## src/cd_pkg.sv

```systemverilog
// cd_pkg: opcodes, status codes and the command classification type
// shared by the circular deque front end, back end and top level.
// No dependencies.
`timescale 1ns / 1ps

package cd_pkg;

    localparam int OPCODE_W = 2;
    localparam int STATUS_W = 2;

    localparam logic [OPCODE_W-1:0] OP_INS_FRONT = 2'd0;
    localparam logic [OPCODE_W-1:0] OP_INS_BACK  = 2'd1;
    localparam logic [OPCODE_W-1:0] OP_DEL_FRONT = 2'd2;
    localparam logic [OPCODE_W-1:0] OP_DEL_BACK  = 2'd3;

    localparam logic [STATUS_W-1:0] ST_DONE      = 2'd0;
    localparam logic [STATUS_W-1:0] ST_OVERFLOW  = 2'd1;
    localparam logic [STATUS_W-1:0] ST_UNDERFLOW = 2'd2;

    typedef struct packed {
        logic insert;    // 1: insert, 0: delete
        logic at_front;  // 1: front end, 0: back end
    } cmd_kind_t;

endpackage

```

## src/circular_deque.sv

```systemverilog
// circular_deque: top level of the double-ended queue; wires the front end
// (accept, classify, command queue) to the back end (execute, memory, result).
// Depends on cd_pkg, cd_front, cd_back.
//
//  channel   dir  handshake                    tdata (low bit up)               tuser
//  s_axis    in   s_axis_tvalid/s_axis_tready  value                            opcode
//  m_axis    out  m_axis_tvalid/m_axis_tready  removed_value, occupancy         status
//
// One item per cycle sustained while m_axis is not stalled; a result item passes
// the command queue entry, the pending stage with the registered read port of
// the entry memory, and the result register before it is presented on m_axis.
// Reset clears indices and fill count at once; entries keep whatever they hold.
// Either side may stall freely: the two-entry command queue and the result
// register let input and output stall independently.
`timescale 1ns / 1ps

module circular_deque #(
    parameter int DEPTH      = 4,
    parameter int DATA_WIDTH = 32
) (
    input  logic                               clk,
    input  logic                               rst_n,
    input  logic                               s_axis_tvalid,
    output logic                               s_axis_tready,
    // [DATA_WIDTH-1:0] value, rest zero
    input  logic [((DATA_WIDTH+7)/8)*8-1:0]    s_axis_tdata,
    // [1:0] opcode
    input  logic [cd_pkg::OPCODE_W-1:0]        s_axis_tuser,
    output logic                               m_axis_tvalid,
    input  logic                               m_axis_tready,
    // [DATA_WIDTH-1:0] removed_value, then occupancy, rest zero
    output logic [((DATA_WIDTH+$clog2(DEPTH+1)+7)/8)*8-1:0] m_axis_tdata,
    // [1:0] status
    output logic [cd_pkg::STATUS_W-1:0]        m_axis_tuser
);

    localparam int IDX_W = $clog2(DEPTH);
    localparam int CNT_W = $clog2(DEPTH + 1);
    localparam int OUT_W = ((DATA_WIDTH + CNT_W + 7) / 8) * 8;

    logic                           c_valid, c_ready;
    cd_pkg::cmd_kind_t              c_kind;
    logic signed [DATA_WIDTH-1:0]   c_value;
    logic signed [DATA_WIDTH-1:0]   in_value;
    logic signed [DATA_WIDTH-1:0]   res_removed;
    logic [CNT_W-1:0]               res_occupancy;

    assign in_value = s_axis_tdata[DATA_WIDTH-1:0];

    cd_front #(
        .DATA_WIDTH (DATA_WIDTH)
    ) u_front (
        .clk       (clk),
        .rst_n     (rst_n),
        .in_valid  (s_axis_tvalid),
        .in_ready  (s_axis_tready),
        .in_opcode (s_axis_tuser),
        .in_value  (in_value),
        .c_valid   (c_valid),
        .c_ready   (c_ready),
        .c_kind    (c_kind),
        .c_value   (c_value)
    );

    cd_back #(
        .DEPTH      (DEPTH),
        .DATA_WIDTH (DATA_WIDTH),
        .IDX_W      (IDX_W),
        .CNT_W      (CNT_W)
    ) u_back (
        .clk           (clk),
        .rst_n         (rst_n),
        .c_valid       (c_valid),
        .c_ready       (c_ready),
        .c_kind        (c_kind),
        .c_value       (c_value),
        .res_valid     (m_axis_tvalid),
        .res_ready     (m_axis_tready),
        .res_removed   (res_removed),
        .res_status    (m_axis_tuser),
        .res_occupancy (res_occupancy)
    );

    // pack removed value low, occupancy above, zero fill to whole bytes
    assign m_axis_tdata = OUT_W'({res_occupancy, res_removed});

endmodule

```

## src/cd_front.sv

```systemverilog
// cd_front: accepts request items, classifies the opcode and holds them in
// a two-entry command queue toward the back end.
// Depends on cd_pkg.
`timescale 1ns / 1ps

module cd_front #(
    parameter int DATA_WIDTH = 32
) (
    input  logic                           clk,
    input  logic                           rst_n,
    input  logic                           in_valid,
    output logic                           in_ready,
    input  logic [cd_pkg::OPCODE_W-1:0]    in_opcode,
    input  logic signed [DATA_WIDTH-1:0]   in_value,
    output logic                           c_valid,
    input  logic                           c_ready,
    output cd_pkg::cmd_kind_t              c_kind,
    output logic signed [DATA_WIDTH-1:0]   c_value
);

    localparam int QDEPTH = 2;
    localparam int QCNT_W = 2;

    cd_pkg::cmd_kind_t          q_kind_reg [QDEPTH];
    logic [DATA_WIDTH-1:0]      q_val_reg  [QDEPTH];
    logic                       wr_ptr_reg, wr_ptr_next;
    logic                       rd_ptr_reg, rd_ptr_next;
    logic [QCNT_W-1:0]          cnt_reg, cnt_next;
    cd_pkg::cmd_kind_t          kind_dec;
    logic                       push, pop;

    always_comb
    begin
        kind_dec = '0;
        case (in_opcode)
            cd_pkg::OP_INS_FRONT:
            begin
                kind_dec.insert   = 1'b1;
                kind_dec.at_front = 1'b1;
            end
            cd_pkg::OP_INS_BACK:
            begin
                kind_dec.insert   = 1'b1;
                kind_dec.at_front = 1'b0;
            end
            cd_pkg::OP_DEL_FRONT:
            begin
                kind_dec.insert   = 1'b0;
                kind_dec.at_front = 1'b1;
            end
            cd_pkg::OP_DEL_BACK:
            begin
                kind_dec.insert   = 1'b0;
                kind_dec.at_front = 1'b0;
            end
            default:
            begin
                kind_dec = '0;
            end
        endcase
    end

    assign in_ready = (cnt_reg != QCNT_W'(QDEPTH));
    assign push     = in_valid && in_ready;
    assign c_valid  = (cnt_reg != '0);
    assign pop      = c_valid && c_ready;
    assign c_kind   = q_kind_reg[rd_ptr_reg];
    assign c_value  = q_val_reg[rd_ptr_reg];

    always_comb
    begin
        wr_ptr_next = push ? ~wr_ptr_reg : wr_ptr_reg;
        rd_ptr_next = pop  ? ~rd_ptr_reg : rd_ptr_reg;
        cnt_next    = cnt_reg;
        if (push && !pop)
        begin
            cnt_next = cnt_reg + 1'b1;
        end
        else if (pop && !push)
        begin
            cnt_next = cnt_reg - 1'b1;
        end
    end

    always_ff @(posedge clk or negedge rst_n)
    begin
        if (!rst_n)
        begin
            wr_ptr_reg <= 1'b0;
            rd_ptr_reg <= 1'b0;
            cnt_reg    <= '0;
        end
        else
        begin
            wr_ptr_reg <= wr_ptr_next;
            rd_ptr_reg <= rd_ptr_next;
            cnt_reg    <= cnt_next;
        end
    end

    always_ff @(posedge clk)
    begin
        if (push)
        begin
            q_kind_reg[wr_ptr_reg] <= kind_dec;
            q_val_reg[wr_ptr_reg]  <= in_value;
        end
    end

endmodule

```

## src/cd_back.sv

```systemverilog
// cd_back: executes deque commands against the circular entry memory,
// tracks head, tail and fill count, and registers each result item.
// Depends on cd_pkg.
`timescale 1ns / 1ps

module cd_back #(
    parameter int DEPTH      = 4,
    parameter int DATA_WIDTH = 32,
    parameter int IDX_W      = 2,
    parameter int CNT_W      = 3
) (
    input  logic                           clk,
    input  logic                           rst_n,
    input  logic                           c_valid,
    output logic                           c_ready,
    input  cd_pkg::cmd_kind_t              c_kind,
    input  logic signed [DATA_WIDTH-1:0]   c_value,
    output logic                           res_valid,
    input  logic                           res_ready,
    output logic signed [DATA_WIDTH-1:0]   res_removed,
    output logic [cd_pkg::STATUS_W-1:0]    res_status,
    output logic [CNT_W-1:0]               res_occupancy
);

    logic [DATA_WIDTH-1:0]          mem [DEPTH];
    logic [DATA_WIDTH-1:0]          rd_data_reg;

    logic [IDX_W-1:0]               head_reg, head_next;
    logic [IDX_W-1:0]               tail_reg, tail_next;
    logic [CNT_W-1:0]               count_reg, count_next;

    logic                           pend_vld_reg, pend_vld_next;
    logic                           pend_rd_reg;
    logic [cd_pkg::STATUS_W-1:0]    pend_status_reg;
    logic [CNT_W-1:0]               pend_occ_reg;

    logic                           out_vld_reg, out_vld_next;
    logic signed [DATA_WIDTH-1:0]   out_removed_reg;
    logic [cd_pkg::STATUS_W-1:0]    out_status_reg;
    logic [CNT_W-1:0]               out_occ_reg;

    logic                           fire, pend_move;
    logic                           mem_we, mem_re;
    logic [IDX_W-1:0]               wr_addr, rd_addr;
    logic [cd_pkg::STATUS_W-1:0]    status_c;
    logic                           full, empty;

    function automatic logic [IDX_W-1:0] idx_next(input logic [IDX_W-1:0] i);
        return (i == IDX_W'(DEPTH - 1)) ? '0 : i + 1'b1;
    endfunction

    function automatic logic [IDX_W-1:0] idx_prev(input logic [IDX_W-1:0] i);
        return (i == '0) ? IDX_W'(DEPTH - 1) : i - 1'b1;
    endfunction

    assign pend_move = pend_vld_reg && (!out_vld_reg || res_ready);
    assign c_ready   = !pend_vld_reg || pend_move;
    assign fire      = c_valid && c_ready;
    assign full      = (count_reg == CNT_W'(DEPTH));
    assign empty     = (count_reg == '0);

    always_comb
    begin
        head_next  = head_reg;
        tail_next  = tail_reg;
        count_next = count_reg;
        mem_we     = 1'b0;
        mem_re     = 1'b0;
        wr_addr    = '0;
        rd_addr    = c_kind.at_front ? head_reg : tail_reg;
        status_c   = cd_pkg::ST_DONE;
        if (fire)
        begin
            if (c_kind.insert)
            begin
                if (full)
                begin
                    status_c = cd_pkg::ST_OVERFLOW;
                end
                else
                begin
                    mem_we     = 1'b1;
                    count_next = count_reg + 1'b1;
                    if (empty)
                    begin
                        // restart both ends at slot zero
                        head_next = '0;
                        tail_next = '0;
                        wr_addr   = '0;
                    end
                    else if (c_kind.at_front)
                    begin
                        head_next = idx_prev(head_reg);
                        wr_addr   = head_next;
                    end
                    else
                    begin
                        tail_next = idx_next(tail_reg);
                        wr_addr   = tail_next;
                    end
                end
            end
            else
            begin
                if (empty)
                begin
                    status_c = cd_pkg::ST_UNDERFLOW;
                end
                else
                begin
                    mem_re     = 1'b1;
                    count_next = count_reg - 1'b1;
                    // the last element leaves the indices where they are
                    if (count_reg != CNT_W'(1))
                    begin
                        if (c_kind.at_front)
                        begin
                            head_next = idx_next(head_reg);
                        end
                        else
                        begin
                            tail_next = idx_prev(tail_reg);
                        end
                    end
                end
            end
        end
    end

    always_comb
    begin
        pend_vld_next = pend_vld_reg;
        if (fire)
        begin
            pend_vld_next = 1'b1;
        end
        else if (pend_move)
        begin
            pend_vld_next = 1'b0;
        end

        out_vld_next = out_vld_reg;
        if (pend_move)
        begin
            out_vld_next = 1'b1;
        end
        else if (res_ready)
        begin
            out_vld_next = 1'b0;
        end
    end

    always_ff @(posedge clk or negedge rst_n)
    begin
        if (!rst_n)
        begin
            head_reg     <= '0;
            tail_reg     <= '0;
            count_reg    <= '0;
            pend_vld_reg <= 1'b0;
            out_vld_reg  <= 1'b0;
        end
        else
        begin
            head_reg     <= head_next;
            tail_reg     <= tail_next;
            count_reg    <= count_next;
            pend_vld_reg <= pend_vld_next;
            out_vld_reg  <= out_vld_next;
        end
    end

    always_ff @(posedge clk)
    begin
        if (mem_we)
        begin
            mem[wr_addr] <= c_value;
        end
        if (mem_re)
        begin
            rd_data_reg <= mem[rd_addr];
        end
    end

    always_ff @(posedge clk)
    begin
        if (fire)
        begin
            pend_rd_reg     <= mem_re;
            pend_status_reg <= status_c;
            pend_occ_reg    <= count_next;
        end
        // rd_data_reg still holds the pending item's read data this cycle
        if (pend_move)
        begin
            out_removed_reg <= pend_rd_reg ? rd_data_reg : '0;
            out_status_reg  <= pend_status_reg;
            out_occ_reg     <= pend_occ_reg;
        end
    end

    assign res_valid     = out_vld_reg;
    assign res_removed   = out_removed_reg;
    assign res_status    = out_status_reg;
    assign res_occupancy = out_occ_reg;

`ifndef SYNTHESIS
    a_count_bound: assert property (@(posedge clk) disable iff (!rst_n)
        count_reg <= CNT_W'(DEPTH))
        else $error("fill count exceeds depth");

    a_insert_grows: assert property (@(posedge clk) disable iff (!rst_n)
        fire && c_kind.insert && !full |=> count_reg == $past(count_reg) + 1'b1)
        else $error("accepted insert did not grow the queue");

    a_delete_empty: assert property (@(posedge clk) disable iff (!rst_n)
        fire && !c_kind.insert && empty |=> pend_status_reg == cd_pkg::ST_UNDERFLOW
            && !pend_rd_reg && count_reg == '0)
        else $error("delete from empty queue not flagged as underflow");

    a_underflow_zero: assert property (@(posedge clk) disable iff (!rst_n)
        out_vld_reg && out_status_reg != cd_pkg::ST_DONE |-> out_removed_reg == '0)
        else $error("failed operation returned nonzero data");

    a_pend_hold: assert property (@(posedge clk) disable iff (!rst_n)
        pend_vld_reg && !pend_move |=> pend_vld_reg && $stable(pend_status_reg)
            && $stable(pend_occ_reg))
        else $error("pending result lost while output stalled");
`endif

endmodule

```

## config.mk

```make
export PLATFORM = sky130hd
export DESIGN_NAME = circular_deque
export DESIGN_NICKNAME = d
export VERILOG_FILES = /design/src/cd_pkg.sv /design/src/circular_deque.sv /design/src/cd_front.sv /design/src/cd_back.sv
export SDC_FILE = /design/constraint.sdc
export NUM_CORES = 1
export LEC_CHECK = 0
export BUFFER_PORTS_ARGS = -buffer_cell sky130_fd_sc_hd__buf_2
export CELL_PAD_IN_SITES_DETAIL_PLACEMENT = 0
export CELL_PAD_IN_SITES_GLOBAL_PLACEMENT = 1
export CORE_MARGIN = 1.5
export CORE_UTILIZATION = 50
export DETAILED_ROUTE_END_ITERATION = 16
export GPL_TIMING_DRIVEN = 0
export PLACE_DENSITY = 0.84
export SYNTH_ARGS = -nofsm -noshare
export SYNTH_HDL_FRONTEND = slang
export SYNTH_SLANG_ARGS = --single-unit
```

## constraint.sdc

```tcl
create_clock -name clk -period 7.8 [get_ports clk]
set_clock_uncertainty 0.15 [all_clocks]
set_input_delay 1.56 -clock clk [delete_from_list [all_inputs] [get_ports clk]]
set_output_delay 1.56 -clock clk [all_outputs]
set_load 0.05 [all_outputs]
```

==> metrics <==
status=finished, final reports clean; drt drc=0; filler instances=1486; core area=0.0209 mm2; cells after synthesis=502; RSZ-0062 raised after global routing=false; TNS Setup=0 ps; area growth from synthesis to layout=17.3%; area leader, netlist=edfxtp_1; Async S/R FF share, synth=4.58%; mean number of vias per cell=5.36; Hold Crit Class=flop to flop; GRT Total Usage=17.1%; n_diodes=0; Multi-input gate area=0.00200 mm2; I/O pin count=82; DR WL/cell=19.8 um; CTS sink count=284; sequential share of the synthesized area=79.9%; Post-DP Area=0.0116 mm2; predominant post-synthesis flop cell=edfxtp_1; flops & latches, synth=284; antenna violations before repair=0; Mean Syn Cell Area=21.1 um2; TritonCTS buffer count=26; fin crit share=47.5%; endpoint class of the critical path=flop; CTS root buffer=clkbuf_16; worst vdd ir=0.192 mV; LEAKAGE=4.37 nW; DR pass1 iterations=5; Ys Warns=0; Horiz. Die Dim=149 um; Largest register FFs=128; post-layout net count=673; Post-CTS Setup Inserts=0; Detailed Place HPWL=11700 um; via count=4934; FF+latch area=0.00846 mm2; vias in the first global route=5223; Worst-path clk slew=60 ps; fin. max-slew vios=0; Worst Path Arrival=3790 ps; Distinct cells, synth=41; Rows=53; die height=149 um; share of cells above drive strength 1=34.7%; EDFF count, synth=271; Slew headroom=39.6%; # port buffers=76; CTS tree=yes; CTS max path bufs=3; top-area cell type share of the netlist area=76.8%; Peak Freq=0.270 GHz; largest net degree at the start of global routing=38; Post-Syn Area=0.0106 mm2; Design Area, Final=0.0124 mm2; DR iter-0 viols=473; initial core utilization=50.7%; ANT nets after route=0; dominant cells by area after synthesis=edfxtp_1 77%, mux4_2 6.6%, mux2_2 3.7%; Skew-Pair Late Insertion Delay=530 ps; final hold violations=0; CP Class=input port to flop; Final GP Congestion=0.838; first-pass GRT wire length=28500 um; grt total ovfl=0; Max FO, Critical Path=7; Worst Path Required=7890 ps; crit start category=input port; Routed WL=18300 um; clock period minus final worst setup slack=3710 ps; MaxCap Viol Count=0; H-Tree Depth=1; cells resized by post-CTS repair=0; Worst-Margin Slew=898 ps; Final Setup Violations=0; cts hold-fix bufs=0; Die ar.=0.0221 mm2; Pwr Density=449 mW/mm2
-- routing by layer --
metal / vias up / GRT usage [%] / part of all wire [%]
li1: 2213 / - / -
met1: 2538 / 21.3 / 40
met2: 152 / 30.7 / 52
met3: 31 / 3.04 / 5.8
met4: 0 / 5.20 / 1.9
met5: - / 0 / 0
-- path summary, 6_finish.rpt --
path | start | endpoint | slack (ps) | cells past startpoint
worst max-delay path | m_axis_tready | u_back.mem[2][23]$_DFFE_PP_ | 4090 | 8
worst min-delay path | u_back.pend_status_reg[1]$_SDFFCE_PP0P_ | u_back.res_status[1]$_DFFE_PP_ | 270 | 0
worst max register to register | u_back.count_reg[1]$_DFF_PN0_ | u_back.mem[2][23]$_DFFE_PP_ | 4150 | 11
worst min register to register | u_back.pend_status_reg[1]$_SDFFCE_PP0P_ | u_back.res_status[1]$_DFFE_PP_ | 270 | 0
max in group asynchronous | rst_n | u_back.tail_reg[1]$_DFFE_PN0P_ | 6470 | 1
min in group asynchronous | rst_n | u_front.rd_ptr_reg$_DFFE_PN0P_ | 770 | 1
-- Yosys cell counts (all sizes together) (2+ instances only) --
cell type	number
a211oi	3
a21oi	6
a221oi	3
a22oi	2
and2	33
buf	12
clkbuf	10
dfrtp	13
edfxtp	271
ha	9
inv	13
mux2	36
mux2i	3
mux4	32
nand2	5
nand2b	5
nand3	4
nand3b	2
nor2	12
nor3	2
o21ai	8
xnor2	5
xor2	2
-- power by group --
part / total, mW / switching (mW) / internal [mW]
sequential: 2.50 / 0.130 / 2.37
combinational: 1.82 / 1.15 / 0.664
clock: 1.27 / 0.526 / 0.744
-- critical path: stages --
cell	delay, ps
buf_2	80
nand3b_1	250
nand3_1	300
nor4_2	850
buf_6	250
buf_4	170
buf_4	160
buf_4	170
-- per-stage QoR --
step	hold WS (ps)	worst slack, ps	util [%]	instances	power [mW]
finish	275	4090	59.5	921	5.58
global route	291	4000	59.5	921	5.84
CTS	272	4130	59.5	921	5.63
detailed placement	260	3590	55.3	873	4.35
global placement	258	-1040	54.2	857	4.19
floorplan	250	1750	-	506	3.81
-- cells by family (layout without fill, tap and decap cells) --
family / after synthesis / after routing / share of synthesized area [%]
and+or+nand+nor: 69 / 69 / 3.78
xor gates and xnor gates: 7 / 7 / 0.579
other: 1 / 5 / 0.0354
buffers and inverters: 35 / 175 / 1.74
DFF: 284 / 284 / 79.9
muxes: 71 / 71 / 11.0
AOI/OAI and AO/OA: 26 / 26 / 1.87
adders and majority gates: 9 / 9 / 1.06
-- cells in the final DEF, fill, tap and decap left out, types with 4 or more instances in the layout --
cell type / synthesis / layout
nor2_1: 11 / 9
o21ai_0: 8 / 8
buf_2: 3 / 79
xnor2_1: 5 / 5
nand2b_1: 5 / 5
clkbuf_16: 0 / 26
nand3_1: 4 / 4
clkinv_2: 0 / 7
clkinv_1: 0 / 6
buf_6: 4 / 7
nand2_1: 5 / 5
bufinv_16: 0 / 4
mux4_2: 31 / 31
conb_1: 1 / 5
dfrtp_1: 13 / 13
ha_1: 9 / 9
buf_4: 5 / 14
edfxtp_1: 271 / 271
mux2_2: 35 / 35
and2_1: 33 / 32
inv_1: 13 / 13
clkbuf_1: 10 / 12
a21oi_1: 5 / 5
-- area by class of cell --
| cell class | count | share of cell area, % |
|---|---|---|
| sequential | 284 | 68.1 |
| multi-input combinational | 187 | 16.1 |
| clock buffer | 28 | 5.30 |
| timing repair buffer | 92 | 4.54 |
| tap | 275 | 2.77 |
| clock inverter | 20 | 1.68 |
| buffer | 22 | 1.09 |
| inverter | 13 | 0.393 |
(Power assumes the default switching activity.)
